`config.mk`:
```
export PLATFORM = sky130hd
export DESIGN_NAME = mesh_route_table_engine
export DESIGN_NICKNAME = d
export VERILOG_FILES = /design/src/rtl/mrte_pkg.sv /design/src/rtl/mrte_front.sv /design/src/rtl/mrte_queue.sv /design/src/rtl/mrte_back.sv /design/src/rtl/mesh_route_table_engine.sv
export SDC_FILE = /design/constraint.sdc
export NUM_CORES = 1
export LEC_CHECK = 0
export BUFFER_PORTS_ARGS = -buffer_cell sky130_fd_sc_hd__buf_4
export CAP_MARGIN = 30
export CORE_MARGIN = 8
export CORE_UTILIZATION = 27
export DETAILED_ROUTE_END_ITERATION = 6
export PLACE_DENSITY = 0.52
export SYNTH_ARGS = -nofsm -noshare
export SYNTH_HDL_FRONTEND = slang
export SYNTH_SLANG_ARGS = --single-unit
```
`constraint.sdc`:
```
create_clock -name i_clk -period 4.6 [get_ports i_clk]
set_input_delay 1.15 -clock i_clk [delete_from_list [all_inputs] [get_ports i_clk]]
set_output_delay 1.15 -clock i_clk [all_outputs]
set_load 0.03 [all_outputs]
```
`src/rtl/mrte_pkg.sv`:
```
// Package for the mesh route table engine: item, command and result types,
// op codes, FSM states and fixed constants. No dependencies.
`timescale 1ns / 1ps

package mrte_pkg;

    localparam int MAX_RUN     = 16;
    localparam int QUEUE_DEPTH = 2;
    localparam int QPTR_W      = 1;
    localparam int QCNT_W      = 2;

    typedef enum logic [1:0] {
        OP_UPDATE  = 2'd0,
        OP_CHECK   = 2'd1,
        OP_REQUEST = 2'd2,
        OP_CLEAR   = 2'd3
    } t_op;

    typedef enum logic [1:0] {
        ST_IDLE,
        ST_READ,
        ST_CHECK,
        ST_FINISH
    } t_state;

    typedef enum logic [1:0] {
        CFG_IS_GATEWAY = 2'd0,
        CFG_GATEWAY_ID = 2'd1,
        CFG_HOP_LIMIT  = 2'd2,
        CFG_UNUSED     = 2'd3
    } t_cfg_idx;

    typedef struct packed {
        logic [1:0] op;
        logic [7:0] dest_id;
        logic [7:0] hop_value;
    } t_item;

    typedef struct packed {
        logic [1:0] kind;
        logic       forward;
        logic [7:0] forward_hop;
        logic [7:0] entry_dest;
        logic [7:0] entry_hop;
        logic       entry_valid;
        logic [4:0] entry_count;
        logic       dropped;
        logic [7:0] best_dest;
        logic [7:0] best_hop;
        logic       last;
    } t_result;

    // Classified item handed from the front to the back.
    typedef struct packed {
        t_op        op;
        logic [7:0] dest_id;
        logic [7:0] hop_value;
        logic [7:0] link_hop;   // hop_value + 1, saturating
        logic [7:0] dec_hop;    // hop_value - 1, saturating at zero
    } t_cmd;

    typedef struct packed {
        logic       is_gateway;
        logic [7:0] gateway_id;
        logic [7:0] initial_hop_limit;
    } t_cfg;

    typedef struct packed {
        logic [7:0] dest;
        logic [7:0] hop;
    } t_entry;

endpackage

```
`src/rtl/mrte_front.sv`:
```
// Front stage: accepts items, decodes the op and precomputes the hop
// arithmetic, then hands the command to the queue. Uses mrte_pkg.
`timescale 1ns / 1ps

module mrte_front (
    input  logic                 i_clk,
    input  logic                 i_rst_n,
    input  logic                 i_start,
    input  mrte_pkg::t_item      i_item,
    input  logic                 i_q_ready,
    output logic                 o_busy,
    output logic                 o_push,
    output mrte_pkg::t_cmd       o_cmd
);

    logic           r_valid, n_valid;
    mrte_pkg::t_cmd r_cmd, n_cmd;
    logic           accept;

    assign o_busy = r_valid && !i_q_ready;
    assign o_push = r_valid && i_q_ready;
    assign accept = i_start && !o_busy;
    assign o_cmd  = r_cmd;

    always_comb begin
        n_cmd           = r_cmd;
        n_cmd.op        = mrte_pkg::t_op'(i_item.op);
        n_cmd.dest_id   = i_item.dest_id;
        n_cmd.hop_value = i_item.hop_value;
        n_cmd.link_hop  = (i_item.hop_value == 8'hFF) ? 8'hFF : i_item.hop_value + 8'd1;
        n_cmd.dec_hop   = (i_item.hop_value == 8'h00) ? 8'h00 : i_item.hop_value - 8'd1;

        if (accept) begin
            n_valid = 1'b1;
        end else if (o_push) begin
            n_valid = 1'b0;
        end else begin
            n_valid = r_valid;
        end
    end

    always_ff @(posedge i_clk) begin
        if (!i_rst_n) begin
            r_valid <= 1'b0;
        end else begin
            r_valid <= n_valid;
        end
    end

    always_ff @(posedge i_clk) begin
        if (accept) begin
            r_cmd <= n_cmd;
        end
    end

endmodule

```
`src/rtl/mrte_queue.sv`:
```
// Two-entry command queue between front and back stages.
// Uses mrte_pkg for the command type and queue constants.
`timescale 1ns / 1ps

module mrte_queue (
    input  logic                 i_clk,
    input  logic                 i_rst_n,
    input  logic                 i_push,
    input  mrte_pkg::t_cmd       i_cmd,
    input  logic                 i_pop,
    output logic                 o_ready,
    output logic                 o_valid,
    output mrte_pkg::t_cmd       o_cmd
);

    mrte_pkg::t_cmd                r_slot [mrte_pkg::QUEUE_DEPTH];
    logic [mrte_pkg::QPTR_W-1:0]   r_wp, n_wp, r_rp, n_rp;
    logic [mrte_pkg::QCNT_W-1:0]   r_cnt, n_cnt;
    logic                          do_push, do_pop;

    assign o_ready = (r_cnt != mrte_pkg::QCNT_W'(mrte_pkg::QUEUE_DEPTH));
    assign o_valid = (r_cnt != '0);
    assign o_cmd   = r_slot[r_rp];
    assign do_push = i_push && o_ready;
    assign do_pop  = i_pop && o_valid;

    always_comb begin
        n_wp  = r_wp;
        n_rp  = r_rp;
        n_cnt = r_cnt;
        if (do_push) begin
            n_wp = (r_wp == mrte_pkg::QPTR_W'(mrte_pkg::QUEUE_DEPTH - 1)) ? '0 : r_wp + 1'b1;
        end
        if (do_pop) begin
            n_rp = (r_rp == mrte_pkg::QPTR_W'(mrte_pkg::QUEUE_DEPTH - 1)) ? '0 : r_rp + 1'b1;
        end
        if (do_push && !do_pop) begin
            n_cnt = r_cnt + 1'b1;
        end else if (do_pop && !do_push) begin
            n_cnt = r_cnt - 1'b1;
        end
    end

    always_ff @(posedge i_clk) begin
        if (!i_rst_n) begin
            r_wp  <= '0;
            r_rp  <= '0;
            r_cnt <= '0;
        end else begin
            r_wp  <= n_wp;
            r_rp  <= n_rp;
            r_cnt <= n_cnt;
        end
    end

    always_ff @(posedge i_clk) begin
        if (do_push) begin
            r_slot[r_wp] <= i_cmd;
        end
    end

endmodule

```
`src/rtl/mrte_back.sv`:
```
// Back stage: route table memory, scan sequencer and result register.
// Uses mrte_pkg; takes commands from mrte_queue and config from the top.
`timescale 1ns / 1ps

module mrte_back #(
    parameter int TABLE_DEPTH = 16
) (
    input  logic                 i_clk,
    input  logic                 i_rst_n,
    input  mrte_pkg::t_cfg       i_cfg,
    input  logic                 i_q_valid,
    input  mrte_pkg::t_cmd       i_q_cmd,
    output logic                 o_pop,
    output logic                 o_res_strobe,
    output mrte_pkg::t_result    o_result
);

    localparam int CNT_W = $clog2(TABLE_DEPTH + 1);
    localparam int IDX_W = (TABLE_DEPTH > 1) ? $clog2(TABLE_DEPTH) : 1;
    localparam int EXT_W = CNT_W + 5;

    // table memory: single write port, one registered read port
    mrte_pkg::t_entry    mem [TABLE_DEPTH];
    mrte_pkg::t_entry    r_rd_data;
    logic                mem_we;
    logic [IDX_W-1:0]    mem_waddr;
    mrte_pkg::t_entry    mem_wdata;

    mrte_pkg::t_state    r_state, n_state;
    mrte_pkg::t_cmd      r_cmd, n_cmd;
    logic [CNT_W-1:0]    r_idx, n_idx;
    logic [CNT_W-1:0]    r_count, n_count;
    logic [7:0]          r_best_hop, n_best_hop;
    logic [7:0]          r_best_dest, n_best_dest;
    logic                r_found, n_found;
    logic                r_fwd, n_fwd;
    logic                r_out_valid, n_out_valid;
    mrte_pkg::t_result   r_out, n_out;

    logic [CNT_W-1:0]    idx_inc;
    logic                scan_end, run_end, match, room;
    logic [EXT_W-1:0]    cur_ext, run_lim, inc_ext, new_ext;

    assign o_res_strobe = r_out_valid;
    assign o_result     = r_out;

    always_comb begin
        idx_inc  = r_idx + 1'b1;
        scan_end = (idx_inc == r_count);
        cur_ext  = EXT_W'(r_count);
        inc_ext  = EXT_W'(idx_inc);
        run_lim  = (cur_ext > EXT_W'(mrte_pkg::MAX_RUN)) ? EXT_W'(mrte_pkg::MAX_RUN) : cur_ext;
        run_end  = (inc_ext == run_lim);
        match    = (r_rd_data.dest == r_cmd.dest_id);
        room     = (r_count < CNT_W'(TABLE_DEPTH));

        n_state     = r_state;
        n_cmd       = r_cmd;
        n_idx       = r_idx;
        n_count     = r_count;
        n_best_hop  = r_best_hop;
        n_best_dest = r_best_dest;
        n_found     = r_found;
        n_fwd       = r_fwd;
        n_out_valid = 1'b0;
        n_out       = '0;
        new_ext     = '0;
        o_pop       = 1'b0;
        mem_we      = 1'b0;
        mem_waddr   = r_idx[IDX_W-1:0];
        mem_wdata   = '{dest: r_cmd.dest_id, hop: r_cmd.link_hop};

        unique case (r_state)
            mrte_pkg::ST_IDLE: begin
                if (i_q_valid) begin
                    o_pop   = 1'b1;
                    n_cmd   = i_q_cmd;
                    n_idx   = '0;
                    n_found = 1'b0;
                    n_fwd   = 1'b0;
                    if (i_q_cmd.op == mrte_pkg::OP_CLEAR || r_count == '0) begin
                        n_state = mrte_pkg::ST_FINISH;
                    end else begin
                        n_state = mrte_pkg::ST_READ;
                    end
                end
            end
            mrte_pkg::ST_READ: begin
                n_state = mrte_pkg::ST_CHECK;
            end
            mrte_pkg::ST_CHECK: begin
                unique case (r_cmd.op)
                    mrte_pkg::OP_UPDATE: begin
                        if (match) begin
                            // first hit ends the search; keep the shorter route
                            n_found = 1'b1;
                            n_state = mrte_pkg::ST_FINISH;
                            if (r_cmd.link_hop < r_rd_data.hop) begin
                                mem_we = 1'b1;
                            end
                        end else if (scan_end) begin
                            n_state = mrte_pkg::ST_FINISH;
                        end else begin
                            n_idx   = idx_inc;
                            n_state = mrte_pkg::ST_READ;
                        end
                    end
                    mrte_pkg::OP_CHECK: begin
                        if (match && r_cmd.hop_value <= r_rd_data.hop) begin
                            n_fwd = 1'b1;
                        end
                        if (scan_end) begin
                            n_state = mrte_pkg::ST_FINISH;
                        end else begin
                            n_idx   = idx_inc;
                            n_state = mrte_pkg::ST_READ;
                        end
                    end
                    mrte_pkg::OP_REQUEST: begin
                        new_ext           = EXT_W'(r_count);
                        n_out_valid       = 1'b1;
                        n_out.kind        = r_cmd.op;
                        n_out.entry_dest  = r_rd_data.dest;
                        n_out.entry_hop   = r_rd_data.hop;
                        n_out.entry_valid = 1'b1;
                        n_out.entry_count = new_ext[4:0];
                        n_out.best_dest   = r_best_dest;
                        n_out.best_hop    = r_best_hop;
                        n_out.last        = run_end;
                        if (run_end) begin
                            n_state = mrte_pkg::ST_IDLE;
                        end else begin
                            n_idx   = idx_inc;
                            n_state = mrte_pkg::ST_READ;
                        end
                    end
                    mrte_pkg::OP_CLEAR: begin
                        n_state = mrte_pkg::ST_FINISH;
                    end
                endcase
            end
            mrte_pkg::ST_FINISH: begin
                unique case (r_cmd.op)
                    mrte_pkg::OP_UPDATE: begin
                        if (!r_found) begin
                            if (room) begin
                                mem_we    = 1'b1;
                                mem_waddr = r_count[IDX_W-1:0];
                                n_count   = r_count + 1'b1;
                            end else begin
                                n_out.dropped = 1'b1;
                            end
                        end
                        // best route follows dropped entries too
                        if (r_cmd.link_hop < r_best_hop) begin
                            n_best_hop  = r_cmd.link_hop;
                            n_best_dest = r_cmd.dest_id;
                        end
                    end
                    mrte_pkg::OP_CHECK: begin
                        n_out.forward     = r_fwd;
                        n_out.forward_hop = r_fwd ? r_cmd.dec_hop : 8'h00;
                    end
                    mrte_pkg::OP_REQUEST: begin
                        // empty table: a single result with no entry
                    end
                    mrte_pkg::OP_CLEAR: begin
                        if (i_cfg.is_gateway) begin
                            mem_we    = 1'b1;
                            mem_waddr = '0;
                            mem_wdata = '{dest: i_cfg.gateway_id, hop: 8'h00};
                            n_count   = CNT_W'(1);
                        end else begin
                            n_count     = '0;
                            n_best_dest = 8'h00;
                            n_best_hop  = i_cfg.initial_hop_limit;
                        end
                    end
                endcase
                new_ext           = EXT_W'(n_count);
                n_out_valid       = 1'b1;
                n_out.kind        = r_cmd.op;
                n_out.entry_count = new_ext[4:0];
                n_out.best_dest   = n_best_dest;
                n_out.best_hop    = n_best_hop;
                n_out.last        = 1'b1;
                n_state           = mrte_pkg::ST_IDLE;
            end
        endcase
    end

    always_ff @(posedge i_clk) begin
        if (!i_rst_n) begin
            r_state     <= mrte_pkg::ST_IDLE;
            r_idx       <= '0;
            r_count     <= '0;
            r_best_hop  <= 8'hFF;
            r_best_dest <= 8'h00;
            r_found     <= 1'b0;
            r_fwd       <= 1'b0;
            r_out_valid <= 1'b0;
        end else begin
            r_state     <= n_state;
            r_idx       <= n_idx;
            r_count     <= n_count;
            r_best_hop  <= n_best_hop;
            r_best_dest <= n_best_dest;
            r_found     <= n_found;
            r_fwd       <= n_fwd;
            r_out_valid <= n_out_valid;
        end
    end

    always_ff @(posedge i_clk) begin
        r_cmd <= n_cmd;
        r_out <= n_out;
    end

    always_ff @(posedge i_clk) begin
        if (mem_we) begin
            mem[mem_waddr] <= mem_wdata;
        end
        r_rd_data <= mem[r_idx[IDX_W-1:0]];
    end

endmodule

```
`src/rtl/mesh_route_table_engine.sv`:
```
// Top level of the mesh route table engine: config registers, front stage,
// command queue and back stage. Uses mrte_pkg, mrte_front, mrte_queue, mrte_back.
//
//   channel   ports                               handshake
//   --------  ----------------------------------  ------------------------------
//   item in   start, busy, i_item                 taken when start && !busy
//   result    o_res_strobe, o_result              one-cycle strobe per result, no stall
//   config    i_cfg_we, i_cfg_idx, i_cfg_data     written when i_cfg_we is high
//
// Update and check ops pop the command, then scan the table one entry at a time
// (a read step, then a check step) and end with a finish step; an update stops
// at the first match. A route request emits one result per entry, up to MAX_RUN
// entries; a clear goes straight to finish. The table read is registered.
// Reset clears control state and the entry count; table contents need no clear.
// busy rises when the front register and the two-entry queue are both full.
`timescale 1ns / 1ps

module mesh_route_table_engine #(
    parameter int TABLE_DEPTH = 16
) (
    input  logic                 i_clk,
    input  logic                 i_rst_n,
    input  logic                 start,
    output logic                 busy,
    input  mrte_pkg::t_item      i_item,
    output logic                 o_res_strobe,
    output mrte_pkg::t_result    o_result,
    input  logic                 i_cfg_we,
    input  logic [1:0]           i_cfg_idx,
    input  logic [7:0]           i_cfg_data
);

    mrte_pkg::t_cfg  r_cfg, n_cfg;
    logic            push, q_ready, q_valid, pop;
    mrte_pkg::t_cmd  front_cmd, q_cmd;

    always_comb begin
        n_cfg = r_cfg;
        if (i_cfg_we) begin
            unique case (mrte_pkg::t_cfg_idx'(i_cfg_idx))
                mrte_pkg::CFG_IS_GATEWAY: n_cfg.is_gateway        = i_cfg_data[0];
                mrte_pkg::CFG_GATEWAY_ID: n_cfg.gateway_id        = i_cfg_data;
                mrte_pkg::CFG_HOP_LIMIT:  n_cfg.initial_hop_limit = i_cfg_data;
                mrte_pkg::CFG_UNUSED:     n_cfg                   = r_cfg;
            endcase
        end
    end

    always_ff @(posedge i_clk) begin
        if (!i_rst_n) begin
            r_cfg.is_gateway        <= 1'b0;
            r_cfg.gateway_id        <= 8'd1;
            r_cfg.initial_hop_limit <= 8'hFF;
        end else begin
            r_cfg <= n_cfg;
        end
    end

    mrte_front u_front (
        .i_clk     (i_clk),
        .i_rst_n   (i_rst_n),
        .i_start   (start),
        .i_item    (i_item),
        .i_q_ready (q_ready),
        .o_busy    (busy),
        .o_push    (push),
        .o_cmd     (front_cmd)
    );

    mrte_queue u_queue (
        .i_clk   (i_clk),
        .i_rst_n (i_rst_n),
        .i_push  (push),
        .i_cmd   (front_cmd),
        .i_pop   (pop),
        .o_ready (q_ready),
        .o_valid (q_valid),
        .o_cmd   (q_cmd)
    );

    mrte_back #(
        .TABLE_DEPTH (TABLE_DEPTH)
    ) u_back (
        .i_clk        (i_clk),
        .i_rst_n      (i_rst_n),
        .i_cfg        (r_cfg),
        .i_q_valid    (q_valid),
        .i_q_cmd      (q_cmd),
        .o_pop        (pop),
        .o_res_strobe (o_res_strobe),
        .o_result     (o_result)
    );

endmodule

```
==> metrics, run 1 <==
status=completed; compound-gate portion of the synthesized area=4.67%; CTS Sinks=513; Design Power=12.1 mW; Critical Path End Type=flop; DP Wirelength=32900 µm; relative slew slack=44.2%; Power per Cell Area=510 mW/mm²; diode count=0; # nets final=1387; max incr delay on CP=0.58 ns; Final GP Congestion=0.830; Max Freq=285 MHz; largest net degree at the start of global routing=43; Synth Area in Adders=2.06%; DRT Pass-1 Iters=5; Synth warnings=0; Starting Density=27.1%; Max-cap violations=0; predominant post-synthesis flop cell=edfxtp_1; CP max FO=16; period utilization=76.3%; unrepaired setup endpoints after global routing=false; Clk pwr share=36.4%; synth top area cells=edfxtp_1 59%, dfxtp_1 12%, mux4_2 9.0%, mux2_2 3.0%, ha_1 2.1%; drt via density=4.62; Comb power frac=15.7%; Cell Rows=100; Crit path required time=4.88 ns; CP Launch Type=flop; cts hold-fix bufs=0; Initial DRC Count=886; htree depth=2; total congestion overflow=0; #FFs+latches synth=513; via total after detailed routing=10800; IR drop worst, VDD=0.280 mV; largest family of logic cells by synthesized area=multiplexers; Layout area overhead=18.5%; sequential power share=48.0%; CP delay by family, top=simple AND/OR/NAND/NOR gates; Net Switching=3.29 mW; drt wl/cell=20.8 µm; post-CTS sizing=0; switching portion of total power=27.2%; CTS Root Cell=clkbuf_16; ratio of cells with drive above 1 in the final layout=25.5%; Final Slew Violations=0; Least-Margin Pin Slew=0.836 ns; final setup violation count=0; area leader, netlist=edfxtp_1; crit path max-delay cell type=nor2b_1; count of cell types in the netlist=58; post-synthesis mux area share=12.6%; syn nets=1285; GRT Util Overall=11.6%; Post-Synth XOR/XNOR Area=1.29%; asr flop ratio synth=0%; number of antenna violations at the first check in global routing=3; Buf/Inv on CP=2; setup TNS=0 ns; post-synthesis simple-gate area fraction=6.59%; DRT Wirelength=48500 µm; Post-Syn Area=0.0201 mm²; Crit Path Class=reg -> reg; sequential element share of the synthesized area=70.8%; post-synth top area share=58.7%; CTS tree=built; synthesized instance count=1220; leak pwr=8.20 nW; Setup Buffers After CTS=0; first-pass GRT wire length=72800 µm; vias in the first global route=11000; Die Y=289 µm; # fillers=7140; Mean Syn Cell Area=16.4 µm²; Final Hold Viols=0; I/O Buffers=84; worst path arrival time=3.80 ns; Most Frequent Cell on Critical Path=nor2_1; Worst-path clk slew=0.06 ns; Clock Latency Late Sink=0.62 ns; hold_ws=0.439 ns; Pint=8.83 mW; Setup Skew=0.0386 ns; Die Area=0.0833 mm²; DRC=0; ANT nets after route=0; post-route minimum period=3.51 ns; core area=0.0739 mm²; CP cell instances=inv_1 -> ha_1 -> nor3_1 -> nor2b_1 -> nand2_1 -> nor2_1 -> a31oi_1 -> a21o_1 -> nor2_1 -> buf_4; Die Width=289 µm; worst min-delay path class=reg -> reg; # IOs=85; clock tree buffer depth=3; CTS Buf Count=53; EDFF count, synth=392
-- routing by layer --
layer | global-route usage (%) | vias to the layer above | wire (µm)
li1 | - | 4929 | -
met1 | 16.5 | 5531 | 22800
met3 | 2.34 | 63 | 2750
met5 | 0 | - | 0
met2 | 18.1 | 278 | 22200
met4 | 2.68 | 0 | 777
-- final timing paths --
path / from / endpoint / slack, ns / cells after the start
max reg2reg: u_back.r_cmd[32]$_DFFE_PP_ / u_back.mem[10][9]$_DFFE_PP_ / 1.09 / 10
min reg2reg: u_front.o_cmd[11]$_SDFFCE_PN1P_ / u_queue.r_slot[1][11]$_DFFE_PP_ / 0.44 / 0
max: u_back.r_cmd[32]$_DFFE_PP_ / u_back.mem[10][9]$_DFFE_PP_ / 1.09 / 10
min: u_front.o_cmd[11]$_SDFFCE_PN1P_ / u_queue.r_slot[1][11]$_DFFE_PP_ / 0.44 / 0
-- state kept, by name, summed over array words and instances, names as in the netlist, 8 cells and up, named ones only --
name / count
u_back.o_result: 51
u_back.mem: 256
u_back.r_best_dest: 8
u_queue.r_slot: 68
r_cfg: 17
u_back.r_cmd: 34
u_back.r_rd_data: 16
u_back.r_best_hop: 8
u_front.o_cmd: 34
-- area by class of cell --
class                           count  area, µm²  area share [%]
Multi-Input combinational cell    610       5490            23.1
Clock inverter                     23        262            1.10
Tap cell                          969       1210            5.10
Inverter                           32        123           0.516
Sequential cell                   513      14200            59.7
Clock buffer                       77       1590            6.69
Timing Repair Buffer              112        893            3.76
-- through the flow --
step                      std cells  utilization [%]  area, µm²  worst slack [ns]
after global routing           2336             32.1      23800             0.846
after CTS                      2336             32.1      23800              1.17
after floorplan                1220                -      20100              1.02
after detailed placement       2236             29.6      21900              1.15
final                          2336             32.1      23800              1.09
after global placement         2234             29.6      21900              1.25
-- power by group through the flow --
stage	Sequential [mW]	Combinational [mW]	Clock, mW
global route	5.85	2.09	4.69
finish	5.81	1.90	4.41
CTS	5.82	1.93	4.52
floorplan	5.81	1.25	0
detailed placement	5.91	1.92	0
global placement	5.91	1.88	0
-- cell usage in the layout, fill, tap and decap left out, types with 15 or more instances in the layout --
master	n
a22o_1	15
o21ai_0	29
nor3_1	23
and3_1	17
and2_1	18
a21oi_1	37
mux2_2	54
clkbuf_16	56
dfxtp_1	119
nand2_1	44
buf_4	109
nand3_1	26
inv_1	29
ha_1	33
edfxtp_1	392
xnor2_1	18
nor2_1	78
mux4_2	80
-- kinds of logic after synthesis --
kind of cell | count (synthesis)
AO/OA/AOI/OAI | 138
flip-flops | 513
buffers and inverters | 97
XOR/XNOR | 28
multiplexers | 146
adder cells (fa/ha/maj) | 33
AND/OR/NAND/NOR | 265
-- cells in the mapped netlist (9+ instances only) --
master,count
edfxtp_1,392
dfxtp_1,121
mux4_2,80
nor2_1,79
mux2_2,54
clkbuf_1,46
nand2_1,44
a21oi_1,37
ha_1,33
inv_1,30
o21ai_0,29
nor3_1,27
nand3_1,26
and2_1,18
xnor2_1,18
and3_1,17
a22o_1,15
mux2i_1,12
buf_2,10
a32o_1,9
and4_1,9
nor4_1,9
o211ai_1,9
xor2_1,9
Power figures use the tool's default switching activity.
==> run 2, diff against run 1 <==
clock period = 3.7 ns   (was 4.6 ns; I/O delays follow)
==> metrics, run 2 (synthesis gave the netlist of run 1 again) <==
status=completed; Max Freq=312 MHz; post-route minimum period=3.21 ns; first-pass GRT wire length=73500 µm; ratio of cells with drive above 1 in the final layout=25.0%; GRT busiest layer=met2; worst hold start=u_back.r_cmd[7]$_DFFE_PP_; drt via density=4.69; CTS Buf Count=53; grt met3 use=2.10%; Crit path required time=3.97 ns; DRT Wirelength=50100 µm; clock tree buffer depth=3; relative slew slack=34.0%; reg-to-reg startpoint=u_back.r_cmd[32]$_DFFE_PP_; Clock Latency Late Sink=0.61 ns; period utilization=86.7%; critical path startpoint=u_back.r_cmd[32]$_DFFE_PP_; cts hold-fix bufs=0; most frequent cells in the layout=392 x edfxtp_1, 119 x dfxtp_1, 116 x buf_4, 80 x mux4_2, 78 x nor2_1; Final Slew Violations=0; Die Y=289 µm; Final Hold Viols=0; CTS tree=built; total congestion overflow=0; Initial DRC Count=797; htree depth=2; sequential power share=47.9%; DRT Pass-1 Iters=5; met1 Usage GRT=16.6%; Least-Margin Pin Slew=0.990 ns; Critical Path End Type=flop; Crit Path Class=reg -> reg; Layout area overhead=18.0%; ANT nets after route=0; vias in the first global route=10900; worst min-delay path class=reg -> reg; placed cell count=2242; # nets final=1393; Cell Rows=100; leak pwr=8.14 nW; unrepaired setup endpoints after global routing=false; IR drop worst, VDD=0.341 mV; most common cell after layout, fill and taps aside=edfxtp_1; post-CTS sizing=0; largest register by flop count=u_back.mem; Die Area=0.0833 mm²; setup TNS=0 ns; Power per Cell Area=634 mW/mm²; Pint=10.9 mW; Die Width=289 µm; diode count=0; Starting Density=27.1%; switching portion of total power=27.4%; CTS Sinks=513; Setup Skew=0.0273 ns; CP Launch Type=flop; CTS Root Cell=clkbuf_16; DP Wirelength=33400 µm; CP max FO=16; final setup violation count=0; grt met2 use=18.9%; # IOs=85; Comb power frac=16.6%; I/O Buffers=84; largest net degree at the start of global routing=68; max reg flops=256; Final GP Congestion=0.852; Setup Buffers After CTS=0; Max-cap violations=0; via total after detailed routing=11000; worst path arrival time=3.48 ns; Layout Cells excl Fill=2339; Worst-path clk slew=0.06 ns; GRT Util Overall=11.9%; number of antenna violations at the first check in global routing=1; core area=0.0739 mm²; DRC=0; Clk pwr share=35.5%; Net Switching=4.11 mW; drt wl/cell=21.4 µm
## run 2: stage by stage
stage	power [mW]	worst slack [ns]	util [%]	hold slack [ns]	instance area (µm²)
3_3_place_gp	9.77	0.647	29.6	0.424	21900
2_1_floorplan	8.79	0.121	-	0.420	20100
5_1_grt	15.6	0.157	32.0	0.448	23700
3_5_place_dp	9.83	0.521	29.6	0.429	21900
6_report	15.0	0.493	32.0	0.436	23700
4_1_cts	15.2	0.490	32.0	0.439	23700
## run 2: power by group through the flow
stage | clock [mW] | combinational (mW) | sequential [mW]
after global placement | 0 | 2.47 | 7.29
after global routing | 5.68 | 2.72 | 7.22
after floorplan | 0 | 1.56 | 7.23
after CTS | 5.48 | 2.53 | 7.18
final | 5.33 | 2.49 | 7.18
after detailed placement | 0 | 2.52 | 7.30
## run 2: layout make-up
| cell class | count | area (µm²) |
|---|---|---|
| multi-input cells | 610 | 5490 |
| clock inverters | 20 | 238 |
| inverters | 32 | 123 |
| well taps | 969 | 1210 |
| clock buffers | 77 | 1510 |
| flip-flops and latches | 513 | 14200 |
| repair buffers | 118 | 906 |
| fillers | 7096 | 50300 |
## run 2: critical path: stages, from the launching register on
cell and delay [ns]:
edfxtp_1 0.42, inv_1 0.15, ha_1 0.43, nor2_1 0.40
nand3_1 0.37, a22o_1 0.34, nor2_1 0.11, nand3_1 0.20
nor2_1 0.17, buf_4 0.26
## run 2: final timing paths
path	slack [ns]	to	cells after the start
worst max-delay path	0.49	u_back.mem[6][3]$_DFFE_PP_	9
worst max register to register	0.49	u_back.mem[6][3]$_DFFE_PP_	9
worst min-delay path	0.44	u_back.o_result[47]$_SDFF_PN0_	1
worst min register to register	0.44	u_back.o_result[47]$_SDFF_PN0_	1
## run 2: routing by layer
metal  wire (µm)  share of wire, %
met3        2630               5.2
met5           0                 0
met1       23200                46
met2       23300                47
met4         958               1.9
==> run 3, diff against run 2 <==
CAP_MARGIN = default   (was 30)
PLACE_DENSITY = default   (was 0.52)
==> metrics, run 3 (synthesis gave the netlist of run 1 again) <==
status=completed; leak pwr=8.18 nW; Setup Skew=0.0226 ns; Crit Path Class=reg -> reg; diode count=0; final setup violation count=0; post-route minimum period=3.36 ns; Placed Instance Area=0.0219 mm²; I/O Buffers=84; first-pass GRT wire length=71300 µm; Util after Layout=32.1%; largest net degree at the start of global routing=71; period utilization=90.8%; Critical Path End Type=flop; reg-to-reg slack, setup=0.34 ns; worst reg2reg path depth=11; core area=0.0739 mm²; Clock Latency Late Sink=0.59 ns; CP max FO=16; Final Hold Viols=0; drt wl/cell=20.6 µm; DRT Pass-1 Iters=5; Final WS setup=0.340 ns; reg-to-reg startpoint=u_back.r_cmd[32]$_DFFE_PP_; most common cell after layout, fill and taps aside=edfxtp_1; CTS Sinks=513; Setup Buffers After CTS=0; # nets final=1394; Crit path required time=4.01 ns; ratio of cells with drive above 1 in the final layout=25.7%; number of antenna violations at the first check in global routing=4; drt via density=4.66; Power per Cell Area=631 mW/mm²; Die Area=0.0833 mm²; Worst setup endpoint=u_back.mem[7][1]$_DFFE_PP_; DRC=0; Die Y=289 µm; GRT Util Overall=11.4%; Starting Density=27.1%; largest register by flop count=u_back.mem; Final GP Congestion=0.843; pre-CTS setup slack=0.444 ns; htree depth=2; worst min-delay path class=reg -> reg; worst path arrival time=3.67 ns; CTS Root Cell=clkbuf_16; Layout Cells excl Fill=2341; max reg flops=256; setup TNS=0 ns; via total after detailed routing=10900; post-CTS sizing=0; Design Power=15.0 mW; Die Width=289 µm; DP Wirelength=32200 µm; most frequent cells in the layout=392 x edfxtp_1, 120 x buf_4, 119 x dfxtp_1, 80 x mux4_2, 78 x nor2_1; IR drop worst, VDD=0.317 mV; Final Slew Violations=0; total congestion overflow=0; relative slew slack=44.2%; ANT nets after route=0; critical path startpoint=u_back.r_cmd[32]$_DFFE_PP_; cts hold-fix bufs=0; DRT Wirelength=48100 µm; clock tree buffer depth=3; Max-cap violations=0; CTS Buf Count=51; placed cell count=2245; unrepaired setup endpoints after global routing=false; Max Freq=298 MHz; vias in the first global route=10900; # IOs=85; Cell Rows=100; hold_ws=0.441 ns; Finished Cell Area=0.0237 mm²; Worst-path clk slew=0.07 ns; Worst R2R End=u_back.mem[7][1]$_DFFE_PP_; CTS tree=built; Layout area overhead=18.2%; Initial DRC Count=1054; Least-Margin Pin Slew=0.836 ns; CP Launch Type=flop
## run 3: layout make-up
type	instances	area [µm²]
Fill cell	7074	50200
Sequential cell	513	14200
Multi-Input combinational cell	610	5490
Clock buffer	77	1550
Tap cell	969	1210
Timing Repair Buffer	121	921
Clock inverter	19	223
Inverter	32	123
## run 3: worst min-delay path by stage
stage | start | endpoint | slack, ns | cells after the start
after floorplan | u_back.r_cmd[0]$_DFFE_PP_ | u_back.o_result[40]$_SDFF_PN0_ | 0.42 | 1
after global placement | u_back.r_cmd[6]$_DFFE_PP_ | u_back.o_result[46]$_SDFF_PN0_ | 0.43 | 1
after detailed placement | u_front.o_cmd[19]$_DFFE_PP_ | u_queue.r_slot[0][19]$_DFFE_PP_ | 0.43 | 0
after CTS | u_front.o_cmd[6]$_SDFFCE_PN0P_ | u_queue.r_slot[0][6]$_DFFE_PP_ | 0.44 | 0
after global routing | u_front.o_cmd[5]$_SDFFCE_PN0P_ | u_queue.r_slot[0][5]$_DFFE_PP_ | 0.45 | 0
final | u_front.o_cmd[5]$_SDFFCE_PN0P_ | u_queue.r_slot[1][5]$_DFFE_PP_ | 0.44 | 0
## run 3: critical path: stages, from the launching register on
cell and delay, ns:
edfxtp_1 0.42, inv_1 0.15, ha_1 0.43, o211ai_1 0.56, nor2b_1 0.10, buf_4 0.19
nand2_1 0.13, nand2b_1 0.07, a32o_1 0.21, a2bb2oi_1 0.46, nor2_1 0.11, buf_4 0.24
## run 3: report_power, final
| group | internal [mW] | switching [mW] |
|---|---|---|
| registers | 6.90 | 0.288 |
| clock network | 3.18 | 2.14 |
| logic | 0.879 | 1.57 |
## run 3: per-layer routing
| layer | share of wire, % | vias to the layer above | global-route usage (%) | wire length (µm) |
|---|---|---|---|---|
| met3 | 7.8 | 76 | 3.07 | 3760 |
| met1 | 43 | 5505 | 15.2 | 20800 |
| met5 | 0.11 | - | 0 | 55 |
| li1 | - | 4936 | - | - |
| met4 | 2.1 | 8 | 3.15 | 1010 |
| met2 | 47 | 391 | 18.3 | 22500 |
